**config.mk**
```make
export PLATFORM = sky130hd
export DESIGN_NAME = half_step_stepper_sequencer_unit
export DESIGN_NICKNAME = d
export VERILOG_FILES = /design/src/hdl/hsseq_pkg.sv /design/src/hdl/half_step_stepper_sequencer_unit.sv
export SDC_FILE = /design/constraint.sdc
export NUM_CORES = 1
export LEC_CHECK = 0
export ABC_CLOCK_PERIOD_IN_PS = 7800
export BUFFER_PORTS_ARGS = -buffer_cell sky130_fd_sc_hd__buf_4
export CAP_MARGIN = 10
export CORE_UTILIZATION = 60
export CTS_BUF_LIST = sky130_fd_sc_hd__clkbuf_8 sky130_fd_sc_hd__clkbuf_16
export DETAILED_ROUTE_END_ITERATION = 7
export PLACE_DENSITY_LB_ADDON = 0.25
export SYNTH_ARGS = -nofsm -noshare
export SYNTH_HDL_FRONTEND = slang
export SYNTH_SLANG_ARGS = --single-unit
```
**constraint.sdc**
```tcl
create_clock -name clk_i -period 7.8 [get_ports clk_i]
set_input_delay 1.95 -clock clk_i [delete_from_list [all_inputs] [get_ports clk_i]]
set_output_delay 1.95 -clock clk_i [all_outputs]
set_load 0.1 [all_outputs]
```
**src/hdl/hsseq_pkg.sv**
```systemverilog
// types, constants and the coil pattern table for the half-step stepper sequencer
package hsseq_pkg;

  typedef enum logic [1:0] {
    KIND_MOVE = 2'd0,
    KIND_TICK = 2'd1,
    KIND_STOP = 2'd2
  } kind_e;

  typedef enum logic [1:0] {
    ST_IDLE,
    ST_MUL,
    ST_DIV,
    ST_DONE
  } seq_state_e;

  localparam int unsigned SPT_W    = 16;
  localparam int unsigned DEG_W    = 16;
  localparam int unsigned RPM_W    = 16;
  localparam int unsigned COIL_W   = 4;
  localparam int unsigned PHASE_W  = 3;
  localparam int unsigned STEPS_W  = 23;
  localparam int unsigned PERIOD_W = 26;
  localparam int unsigned PROD_W   = 32;
  localparam int unsigned APB_DW   = 32;
  localparam int unsigned APB_AW   = 3;

  localparam logic [SPT_W-1:0]    SPT_RESET       = 16'd200;
  localparam logic [PROD_W-1:0]   DEG_PER_TURN    = 32'd360;
  localparam logic [PERIOD_W-1:0] PERIOD_MAX      = '1;
  localparam logic [STEPS_W-1:0]  STEPS_MAX       = '1;
  localparam logic [PHASE_W-1:0]  PHASE_CW_START  = 3'd0;
  localparam logic [PHASE_W-1:0]  PHASE_CCW_START = 3'd7;
  localparam logic [COIL_W-1:0]   COILS_OFF       = 4'b0000;

  // register index, taken from paddr bit 2
  localparam logic REG_STEPS_PER_TURN = 1'b0;
  localparam logic REG_INVERT_COILS   = 1'b1;

  function automatic logic [COIL_W-1:0] half_step_pattern(input logic [PHASE_W-1:0] ph);
    logic [COIL_W-1:0] pat;
    case (ph)
      3'd0:    pat = 4'b0001;
      3'd1:    pat = 4'b0011;
      3'd2:    pat = 4'b0010;
      3'd3:    pat = 4'b0110;
      3'd4:    pat = 4'b0100;
      3'd5:    pat = 4'b1100;
      3'd6:    pat = 4'b1000;
      default: pat = 4'b1001;
    endcase
    return pat;
  endfunction

endpackage

```
**src/hdl/half_step_stepper_sequencer_unit.sv**
```systemverilog
// Half-step sequencer for a four-coil unipolar stepper: takes move, tick and stop items and
// returns one result per item with the coil drive pattern, busy and speed error flags.
// A tick, a stop, an unknown kind or a zero-speed move gives its result in the cycle after the
// transfer, so ticks can stream one per cycle while the result output is not stalled. A move
// with nonzero speed is worked out by one 16x16 multiplier and one shift-subtract divider that
// yields one quotient bit a cycle, both used twice, first for the step count (degrees times
// steps per turn over 360), then for the step period (60*TICKS_PER_SECOND over rpm times
// steps per turn); input is stalled meanwhile. DVD_W, the dividend width, is 32 or the width of
// 60*TICKS_PER_SECOND if wider. There is no clearing pass after reset.
module half_step_stepper_sequencer_unit #(
  parameter int unsigned TICKS_PER_SECOND = 1000000
) (
  input  logic                                    clk_i,
  input  logic                                    rst_ni,
  input  logic                                    psel,
  input  logic                                    penable,
  input  logic                                    pwrite,
  input  logic [hsseq_pkg::APB_AW-1:0]            paddr,
  input  logic [hsseq_pkg::APB_DW-1:0]            pwdata,
  output logic [hsseq_pkg::APB_DW-1:0]            prdata,
  output logic                                    pready,
  input  logic                                    in_valid_i,
  output logic                                    in_stall_o,
  input  logic [1:0]                              kind_i,
  input  logic signed [hsseq_pkg::DEG_W-1:0]      move_degrees_i,
  input  logic [hsseq_pkg::RPM_W-1:0]             speed_rpm_i,
  output logic                                    out_valid_o,
  input  logic                                    out_stall_i,
  output logic [hsseq_pkg::COIL_W-1:0]            coils_o,
  output logic                                    busy_res_o,
  output logic                                    speed_error_o
);

  localparam logic [63:0] PERIOD_NUM = 64'(TICKS_PER_SECOND) * 64'd60;
  localparam int unsigned NUM_W = $clog2(PERIOD_NUM + 64'd1);
  localparam int unsigned DVD_W = (NUM_W > hsseq_pkg::PROD_W) ? NUM_W : hsseq_pkg::PROD_W;
  localparam int unsigned CNT_W = $clog2(DVD_W);
  localparam int unsigned PW    = hsseq_pkg::PROD_W;

  // configuration
  logic [hsseq_pkg::SPT_W-1:0]    spt_q;
  logic                           invert_q;
  // motion state
  logic [hsseq_pkg::PHASE_W-1:0]  phase_q, phase_d;
  logic                           cw_q, cw_d;
  logic [hsseq_pkg::STEPS_W-1:0]  steps_left_q, steps_left_d;
  logic [hsseq_pkg::PERIOD_W-1:0] period_q, period_d;
  logic [hsseq_pkg::PERIOD_W-1:0] wait_q, wait_d;
  logic                           moving_q, moving_d;
  logic [hsseq_pkg::COIL_W-1:0]   coil_q, coil_d;
  // sequencer and shared arithmetic
  hsseq_pkg::seq_state_e          state_q, state_d;
  logic                           pass_q, pass_d;
  logic [hsseq_pkg::DEG_W-1:0]    mag_q, mag_d;
  logic [hsseq_pkg::RPM_W-1:0]    rpm_q, rpm_d;
  logic [DVD_W-1:0]               quo_q, quo_d;
  logic [PW-1:0]                  rem_q, rem_d;
  logic [PW-1:0]                  div_q, div_d;
  logic [CNT_W-1:0]               cnt_q, cnt_d;
  // result register
  logic                           out_valid_q, out_valid_d;
  logic [hsseq_pkg::COIL_W-1:0]   out_coils_q, out_coils_d;
  logic                           out_busy_q, out_busy_d;
  logic                           out_err_q, out_err_d;

  logic                           accept;
  logic                           cfg_wr;
  logic                           res_load;
  logic                           res_err;
  logic [hsseq_pkg::DEG_W-1:0]    deg_raw;
  logic                           cw_in;
  logic [hsseq_pkg::DEG_W-1:0]    mag_in;
  logic [hsseq_pkg::DEG_W-1:0]    mul_a;
  logic [PW-1:0]                  prod;
  logic [PW:0]                    rem_sh;
  logic [PW+1:0]                  diff;
  logic                           take;
  logic [PW-1:0]                  rem_nxt;
  logic [hsseq_pkg::STEPS_W-1:0]  steps_val;
  logic [hsseq_pkg::PERIOD_W-1:0] period_val;
  logic [hsseq_pkg::PHASE_W-1:0]  ph_nxt;
  logic [hsseq_pkg::STEPS_W-1:0]  steps_dec;

  // configuration port
  assign pready = 1'b1;
  assign cfg_wr = psel && penable && pwrite;
  assign prdata = (paddr[2] == hsseq_pkg::REG_INVERT_COILS)
                ? {{(hsseq_pkg::APB_DW-1){1'b0}}, invert_q}
                : {{(hsseq_pkg::APB_DW-hsseq_pkg::SPT_W){1'b0}}, spt_q};

  always_ff @(posedge clk_i or negedge rst_ni) begin
    if (!rst_ni) begin
      spt_q    <= hsseq_pkg::SPT_RESET;
      invert_q <= 1'b0;
    end else if (cfg_wr) begin
      if (paddr[2] == hsseq_pkg::REG_STEPS_PER_TURN) begin
        spt_q <= pwdata[hsseq_pkg::SPT_W-1:0];
      end else begin
        invert_q <= pwdata[0];
      end
    end
  end

  // handshake
  assign in_stall_o  = (state_q != hsseq_pkg::ST_IDLE) || (out_valid_q && out_stall_i);
  assign accept      = in_valid_i && !in_stall_o;
  assign out_valid_o = out_valid_q;
  assign coils_o       = out_coils_q;
  assign busy_res_o    = out_busy_q;
  assign speed_error_o = out_err_q;

  // move decode: magnitude of the signed degrees, zero counts as anticlockwise
  assign deg_raw = $unsigned(move_degrees_i);
  assign cw_in   = (deg_raw != '0) && !deg_raw[hsseq_pkg::DEG_W-1];
  assign mag_in  = cw_in ? deg_raw : (~deg_raw + 16'd1);

  // shared multiplier
  assign mul_a = pass_q ? rpm_q : mag_q;
  assign prod  = {{(PW-hsseq_pkg::DEG_W){1'b0}}, mul_a} *
                 {{(PW-hsseq_pkg::SPT_W){1'b0}}, spt_q};

  // shared divider, one restoring step a cycle; a zero divisor gives all ones
  assign rem_sh  = {rem_q, quo_q[DVD_W-1]};
  assign diff    = {1'b0, rem_sh} - {2'b00, div_q};
  assign take    = !diff[PW+1];
  assign rem_nxt = take ? diff[PW-1:0] : rem_sh[PW-1:0];

  always_comb begin
    if (|quo_q[DVD_W-1:hsseq_pkg::STEPS_W]) begin
      steps_val = hsseq_pkg::STEPS_MAX;
    end else if (quo_q[hsseq_pkg::STEPS_W-1:0] == '0) begin
      steps_val = 23'd1;
    end else begin
      steps_val = quo_q[hsseq_pkg::STEPS_W-1:0];
    end
    if (|quo_q[DVD_W-1:hsseq_pkg::PERIOD_W]) begin
      period_val = hsseq_pkg::PERIOD_MAX;
    end else if (quo_q[hsseq_pkg::PERIOD_W-1:0] == '0) begin
      period_val = 26'd1;
    end else begin
      period_val = quo_q[hsseq_pkg::PERIOD_W-1:0];
    end
  end

  assign ph_nxt    = cw_q ? (phase_q + 3'd1) : (phase_q - 3'd1);
  assign steps_dec = (steps_left_q != '0) ? (steps_left_q - 23'd1) : '0;

  // next state
  always_comb begin
    state_d = state_q;
    case (state_q)
      hsseq_pkg::ST_IDLE: begin
        if (accept && (kind_i == hsseq_pkg::KIND_MOVE) && (speed_rpm_i != '0)) begin
          state_d = hsseq_pkg::ST_MUL;
        end
      end
      hsseq_pkg::ST_MUL: begin
        state_d = hsseq_pkg::ST_DIV;
      end
      hsseq_pkg::ST_DIV: begin
        if (cnt_q == CNT_W'(DVD_W - 1)) begin
          state_d = hsseq_pkg::ST_DONE;
        end
      end
      hsseq_pkg::ST_DONE: begin
        state_d = pass_q ? hsseq_pkg::ST_IDLE : hsseq_pkg::ST_MUL;
      end
      default: begin
        state_d = hsseq_pkg::ST_IDLE;
      end
    endcase
  end

  // datapath and results
  always_comb begin
    phase_d      = phase_q;
    cw_d         = cw_q;
    steps_left_d = steps_left_q;
    period_d     = period_q;
    wait_d       = wait_q;
    moving_d     = moving_q;
    coil_d       = coil_q;
    pass_d       = pass_q;
    mag_d        = mag_q;
    rpm_d        = rpm_q;
    quo_d        = quo_q;
    rem_d        = rem_q;
    div_d        = div_q;
    cnt_d        = cnt_q;
    res_load     = 1'b0;
    res_err      = 1'b0;
    case (state_q)
      hsseq_pkg::ST_IDLE: begin
        if (accept) begin
          res_load = 1'b1;
          case (kind_i)
            hsseq_pkg::KIND_MOVE: begin
              if (speed_rpm_i == '0) begin
                res_err = 1'b1;
              end else begin
                res_load = 1'b0;
                cw_d     = cw_in;
                phase_d  = cw_in ? hsseq_pkg::PHASE_CW_START : hsseq_pkg::PHASE_CCW_START;
                mag_d    = mag_in;
                rpm_d    = speed_rpm_i;
                pass_d   = 1'b0;
              end
            end
            hsseq_pkg::KIND_TICK: begin
              if (moving_q) begin
                if (wait_q > 26'd1) begin
                  wait_d = wait_q - 26'd1;
                end else begin
                  phase_d      = ph_nxt;
                  steps_left_d = steps_dec;
                  if (steps_dec != '0) begin
                    coil_d = hsseq_pkg::half_step_pattern(ph_nxt);
                    wait_d = period_q;
                  end else begin
                    wait_d   = '0;
                    moving_d = 1'b0;
                  end
                end
              end
            end
            hsseq_pkg::KIND_STOP: begin
              coil_d       = hsseq_pkg::COILS_OFF;
              moving_d     = 1'b0;
              steps_left_d = '0;
              wait_d       = '0;
            end
            default: begin
              res_err = 1'b0;
            end
          endcase
        end
      end
      hsseq_pkg::ST_MUL: begin
        rem_d = '0;
        cnt_d = '0;
        if (pass_q) begin
          quo_d = DVD_W'(PERIOD_NUM);
          div_d = prod;
        end else begin
          quo_d = DVD_W'(prod);
          div_d = hsseq_pkg::DEG_PER_TURN;
        end
      end
      hsseq_pkg::ST_DIV: begin
        rem_d = rem_nxt;
        quo_d = {quo_q[DVD_W-2:0], take};
        cnt_d = cnt_q + CNT_W'(1);
      end
      hsseq_pkg::ST_DONE: begin
        if (!pass_q) begin
          steps_left_d = steps_val;
          pass_d       = 1'b1;
        end else begin
          period_d = period_val;
          wait_d   = period_val;
          moving_d = 1'b1;
          coil_d   = hsseq_pkg::half_step_pattern(phase_q);
          res_load = 1'b1;
        end
      end
      default: begin
        res_load = 1'b0;
      end
    endcase

    out_valid_d = res_load || (out_valid_q && out_stall_i);
    out_coils_d = out_coils_q;
    out_busy_d  = out_busy_q;
    out_err_d   = out_err_q;
    if (res_load) begin
      out_coils_d = coil_d ^ {hsseq_pkg::COIL_W{invert_q}};
      out_busy_d  = moving_d;
      out_err_d   = res_err;
    end
  end

  always_ff @(posedge clk_i or negedge rst_ni) begin
    if (!rst_ni) begin
      state_q      <= hsseq_pkg::ST_IDLE;
      pass_q       <= 1'b0;
      phase_q      <= hsseq_pkg::PHASE_CW_START;
      cw_q         <= 1'b1;
      steps_left_q <= '0;
      period_q     <= '0;
      wait_q       <= '0;
      moving_q     <= 1'b0;
      coil_q       <= hsseq_pkg::COILS_OFF;
      out_valid_q  <= 1'b0;
    end else begin
      state_q      <= state_d;
      pass_q       <= pass_d;
      phase_q      <= phase_d;
      cw_q         <= cw_d;
      steps_left_q <= steps_left_d;
      period_q     <= period_d;
      wait_q       <= wait_d;
      moving_q     <= moving_d;
      coil_q       <= coil_d;
      out_valid_q  <= out_valid_d;
    end
  end

  always_ff @(posedge clk_i) begin
    mag_q       <= mag_d;
    rpm_q       <= rpm_d;
    quo_q       <= quo_d;
    rem_q       <= rem_d;
    div_q       <= div_d;
    cnt_q       <= cnt_d;
    out_coils_q <= out_coils_d;
    out_busy_q  <= out_busy_d;
    out_err_q   <= out_err_d;
  end

  // a running move always has steps and waiting left
  assert property (@(posedge clk_i) disable iff (!rst_ni)
    moving_q |-> (steps_left_q != '0) && (wait_q != '0) && (period_q != '0))
    else $error("moving with no steps or wait left");

  // the result register stays empty while a move is being worked out
  assert property (@(posedge clk_i) disable iff (!rst_ni)
    (state_q != hsseq_pkg::ST_IDLE) |-> !out_valid_q)
    else $error("result pending during move calculation");

  // finishing the period pass always delivers the move's result
  assert property (@(posedge clk_i) disable iff (!rst_ni)
    (state_q == hsseq_pkg::ST_DONE) && pass_q |=> out_valid_q && out_busy_q && !out_err_q)
    else $error("move result missing after calculation");

  // items are only taken by an idle sequencer
  assert property (@(posedge clk_i) disable iff (!rst_ni)
    accept |-> (state_q == hsseq_pkg::ST_IDLE))
    else $error("transfer taken while sequencer busy");

endmodule

```
== After elaboration in Yosys (flattened, before gate mapping) ==
Index checks and enable logic that the tools add are counted.
Storage, ports and cells
  register bits: 244
  bits of input ports: 76
  output and inout port bits: 41
  word-level logic and storage cells: 165
Cells by class
  add/subtract/negate cells: 7
  multiply operators: 1
  magnitude comparators: 1
  eq/ne operators: 31
  multiplexer cells: 61
  bitwise operators: 4
  reduce and logical (&&, ||, !) cells: 39
Operator list (count)
  $mux W26: 7
  $mux W23: 7
  $pmux W32 S2: 2
  $pmux W26 S2: 2
  $pmux W23 S2: 2
  $mux W32: 2
  $pmux W4 S7: 2
  $mux W16: 3
  $reduce_bool A23 Y1: 2
  $sub A33 B32 Y34: 1
  $mul A16 B16 Y32: 1
  $reduce_bool A16 Y1: 2
  $gt A26 B1 Y1 const B: 1
  $logic_not A26 Y1: 1
  $sub A26 B1 Y26 const B: 1
  $logic_not A23 Y1: 1
  $sub A23 B1 Y23 const B: 1
  $mux W4: 5
  $ne A2 B2 Y1 const B: 10
  $eq A3 B3 Y1 const B: 6
  $add A16 B1 Y16 const B: 1
  $logic_not A16 Y1: 1
  $not A16 Y16: 1
  $pmux W4 S2: 2
  32 further kinds: 80

== Logic depth before layout (Yosys ltp) ==
  depth after elaboration: 11
  mapped depth: 26

== Least setup slack after synthesis ==
OpenSTA, ideal clock, no wires.
  path type: reg-to-reg
  start point: register pass_q
  end point: register quo_q[29] (data pin)
  arrival time: 6791 ps
  required time: 7544 ps
  path slack: 753 ps
  cell stages (with the launch flop): 24
  period minus slack after synthesis: 7047 ps
  path through: dfrtp_1 clkbuf_1 clkbuf_1 mux2_2 clkbuf_1 and2_1 fa_1 inv_1 fa_1 inv_1 fa_1 fa_1 fa_1 fa_1 ha_1 a21o_1 a21o_1 a21oi_1 inv_1 or4_1 o21ai_0 o311ai_0 xor2_1 a22o_1
Between the ends
  cells in the longest elaborated chain, start to end: 4
RTL lines
  start: declaration: line half_step_stepper_sequencer_unit.sv:53  | logic pass_q, pass_d;
  start signal: assignment: line half_step_stepper_sequencer_unit.sv:296  | pass_q <= pass_d;
  $mux W16: line half_step_stepper_sequencer_unit.sv:118  | assign mul_a = pass_q ? rpm_q : mag_q;
  $mul A16 B16 Y32: line half_step_stepper_sequencer_unit.sv:119  | assign prod = {{(PW-hsseq_pkg::DEG_W){1'b0}}, mul_a} *
  $mux W32 (*): line half_step_stepper_sequencer_unit.sv:241  | if (pass_q) begin
  $pmux W32 S2 (*): line half_step_stepper_sequencer_unit.sv:192  | case (state_q)
  net quo_d[29]: line half_step_stepper_sequencer_unit.sv:56  | logic [DVD_W-1:0] quo_q, quo_d;
  end signal: assignment: line half_step_stepper_sequencer_unit.sv:311  | quo_q <= quo_d;
  end: declaration: line half_step_stepper_sequencer_unit.sv:56
Mark *: on every way through the listed nets, which the timed path passes. The rest lies on a longest branch.
A chain may end at the register's enable or synchronous reset.

== Worst setup path after layout ==
  start point: register pass_q
  end point: register quo_q[30] (data pin)
The elaborated chain is that of the path after synthesis.

==> results.ini <==
[place]
portBuffers = 81
globalplace.congestion = 0.886
dpl.hpwl_mm = 41.8

[floorplanning]
num_rows = 71
die_h_um = 197
die_w_um = 197
core-area_mm2 = 0.0376
floorplan.initialDensity = 0.608
ioPinCount = 117
die-area_mm2 = 0.0389

[global_route]
antenna_found_initial = 0
grt_max_degree = 77
grt_pass1_wl_mm = 94.1
grt_pass1_vias = 18316
grt_usage = 0.306
grt_overflow_total = 0

[status]
outcome = completed

[detailed_routing]
wl_met3_mm = 4.35
routed_via_density = 6.07
drc = 0
wl_met1_mm = 23.9
drt_first_iter_violations = 1464
postRouteAntennaNets = 0
top_layer = met4
routed_wl_mm = 58.2
num_vias = 18176
drt-pass1-iter-count = 5
wl_per_cell_um = 19.4
met2_length_mm = 27.6

[sta]
finClkSkew_ns = 0.0186
maxSlewViolCount = 0
worst_slew_pin_slew_ns = 1.22
rsz0062_at_grt = no
fmax_mhz = 135
tns_ns = 0
finalSetupViolCount = 0
slew_headroom = 0.182
fin_crit_ns = 7.43
hold_viol_final = 0
finalCritPeriodShare = 0.953

[worst_hold_path]
min_from = cw_q$_DFFE_PN1P_
hp-class = flop to flop

[layout]
fillerInstances = 2958
post-route-util = 0.658
fin_nets = 2888
syn_to_final_growth_pct = 8.16
diodes = 0
drive_gt1_frac = 0.0894

[critical_path]
crit_top_cell = fa_1
r2r_setup_slack_ns = 0.37
worstPathCellList = mux2_2, and2_1, fa_1, inv_1, fa_1, fa_1, inv_1, fa_1, fa_1, inv_1, fa_1, inv_1, ha_1, or4_1, o2111ai_1, o21ai_0, a31oi_1, o22ai_1, a41oi_1, a21oi_1, xnor2_1, o31ai_1
cp_slowest_stage_delay_ns = 0.60
arrival_ns = 7.71
critPathKind = flop to flop
critical_path_peak_fanout = 19
slowest_stage = dfrtp_2
required_ns = 8.08
startpoint = pass_q$_DFFE_PN0P_
r2r_start = pass_q$_DFFE_PN0P_
start_kind = flop
endpoint_kind = flop

[logic_synthesis]
ys_warn_count = 0
yosysMostFrequentCell = inv_1
synthFlopType = edfxtp_1
ys_ff_latch = 244
yosysTopAreaCellShare = 0.183
synth_area_per_cell_um2 = 9.31
seq_area_frac_synth = 0.298
yosys.area.top_type = edfxtp_1
async_flop_share = 0.430
synth-edff-count = 139
synth_cells = 2455
synthTopCellsByArea = edfxtp_1, fa_1, dfrtp_1, ha_1, inv_1
yosysUniqueCellTypes = 76
synth_common_cells = inv_1, nand2_1, fa_1
synthesis.area_mm2 = 0.0229

[clock_network]
clk_latency_ns = 0.56
post_cts.repair.setup_buffers = 0
numClockSinks = 244
numCtsBuffers = 28
clk_pin_slew_worst_paths_ns = 0.06
cts_max_level = 1
tritoncts = built
cts_resized = 0
cts_buffer_depth = 3
cts_root_buf = clkbuf_16
ctsHoldBuffers = 0

[flow_run]
drv_cap = 0

path summary, 6_finish.rpt:
| kind | endpoint | cells past startpoint |
|---|---|---|
| worst max register to register | quo_q[30]$_DFFE_PP_ | 22 |
| min in group asynchronous | steps_left_q[5]$_DFFE_PN0P_ | 1 |
| worst max-delay path | quo_q[30]$_DFFE_PP_ | 22 |
| worst min register to register | cw_q$_DFFE_PN1P_ | 2 |
| max in group asynchronous | pass_q$_DFFE_PN0P_ | 2 |
| worst min-delay path | cw_q$_DFFE_PN1P_ | 2 |
cell type report:
type	instances	area, um^2	share of cell area
tap	511	639	0.0259
timing repair buffer	101	758	0.0307
clock inverter	23	255	0.0103
inverter	281	1050	0.0427
clock buffer	29	726	0.0294
multi-input combinational	1805	14500	0.586
sequential	244	6810	0.275
layout by cell type, fill, tap and decap left out, types with 37 or more instances in the layout:
cell,instances
inv_1,284
nor3_1,37
edfxtp_1,139
and2_1,135
fa_1,195
o21ai_0,112
xnor2_1,61
a21oi_1,117
nand2_1,271
ha_1,155
nor2_1,184
dfrtp_1,100
buf_4,101
mux2_2,46
through the flow:
stage / setup WS (ns) / hold slack [ns] / instance area, um^2 / cells
2_1_floorplan: 0.753 / 0.480 / 22900 / 2470
5_1_grt: 0.0708 / 0.539 / 24700 / 2994
3_3_place_gp: 0.526 / 0.493 / 23700 / 2942
6_report: 0.368 / 0.512 / 24700 / 2994
3_5_place_dp: 0.417 / 0.502 / 23700 / 2942
4_1_cts: 0.412 / 0.512 / 24700 / 2994
layer usage:
layer | vias up | GRT usage
li1 | 8286 | -
met1 | 8943 | 0.405
met2 | 805 | 0.513
met3 | 142 | 0.0381
met4 | 0 | 0.121
met5 | - | 0
critical path, delay by kind of cell (launching register included):
family | cells | cell delay, ns
adder cells (fa/ha/maj) | 7 | 3.27
AND/OR/NAND/NOR | 2 | 0.82
buffers and inverters | 4 | 0.20
flip-flops | 1 | 0.60
AO/OA/AOI/OAI | 7 | 1.40
multiplexers | 1 | 0.58
XOR/XNOR | 1 | 0.28
cell families (layout without fill, tap and decap cells):
group,after synthesis,in the layout,share of synthesized area
xor+xnor,96,96,0.0368
flops,244,244,0.298
simple gates,808,808,0.170
fa+ha+maj,351,351,0.256
other cells,2,17,0.000329
compound gates,462,462,0.132
mux,71,71,0.0336
buf+inv,421,434,0.0727
state kept, by name, summed over array words and instances, names as in the netlist, 5 cells and up:
| signal | cells |
|---|---|
| steps_left_q | 23 |
| cnt_q | 5 |
| rem_q | 32 |
| mag_q | 16 |
| rpm_q | 16 |
| div_q | 32 |
| period_q | 26 |
| spt_q | 16 |
| wait_q | 26 |
| quo_q | 32 |
Power is not shown: default switching activity piles up to over one toggle a cycle in this logic, so the estimate is an artifact.
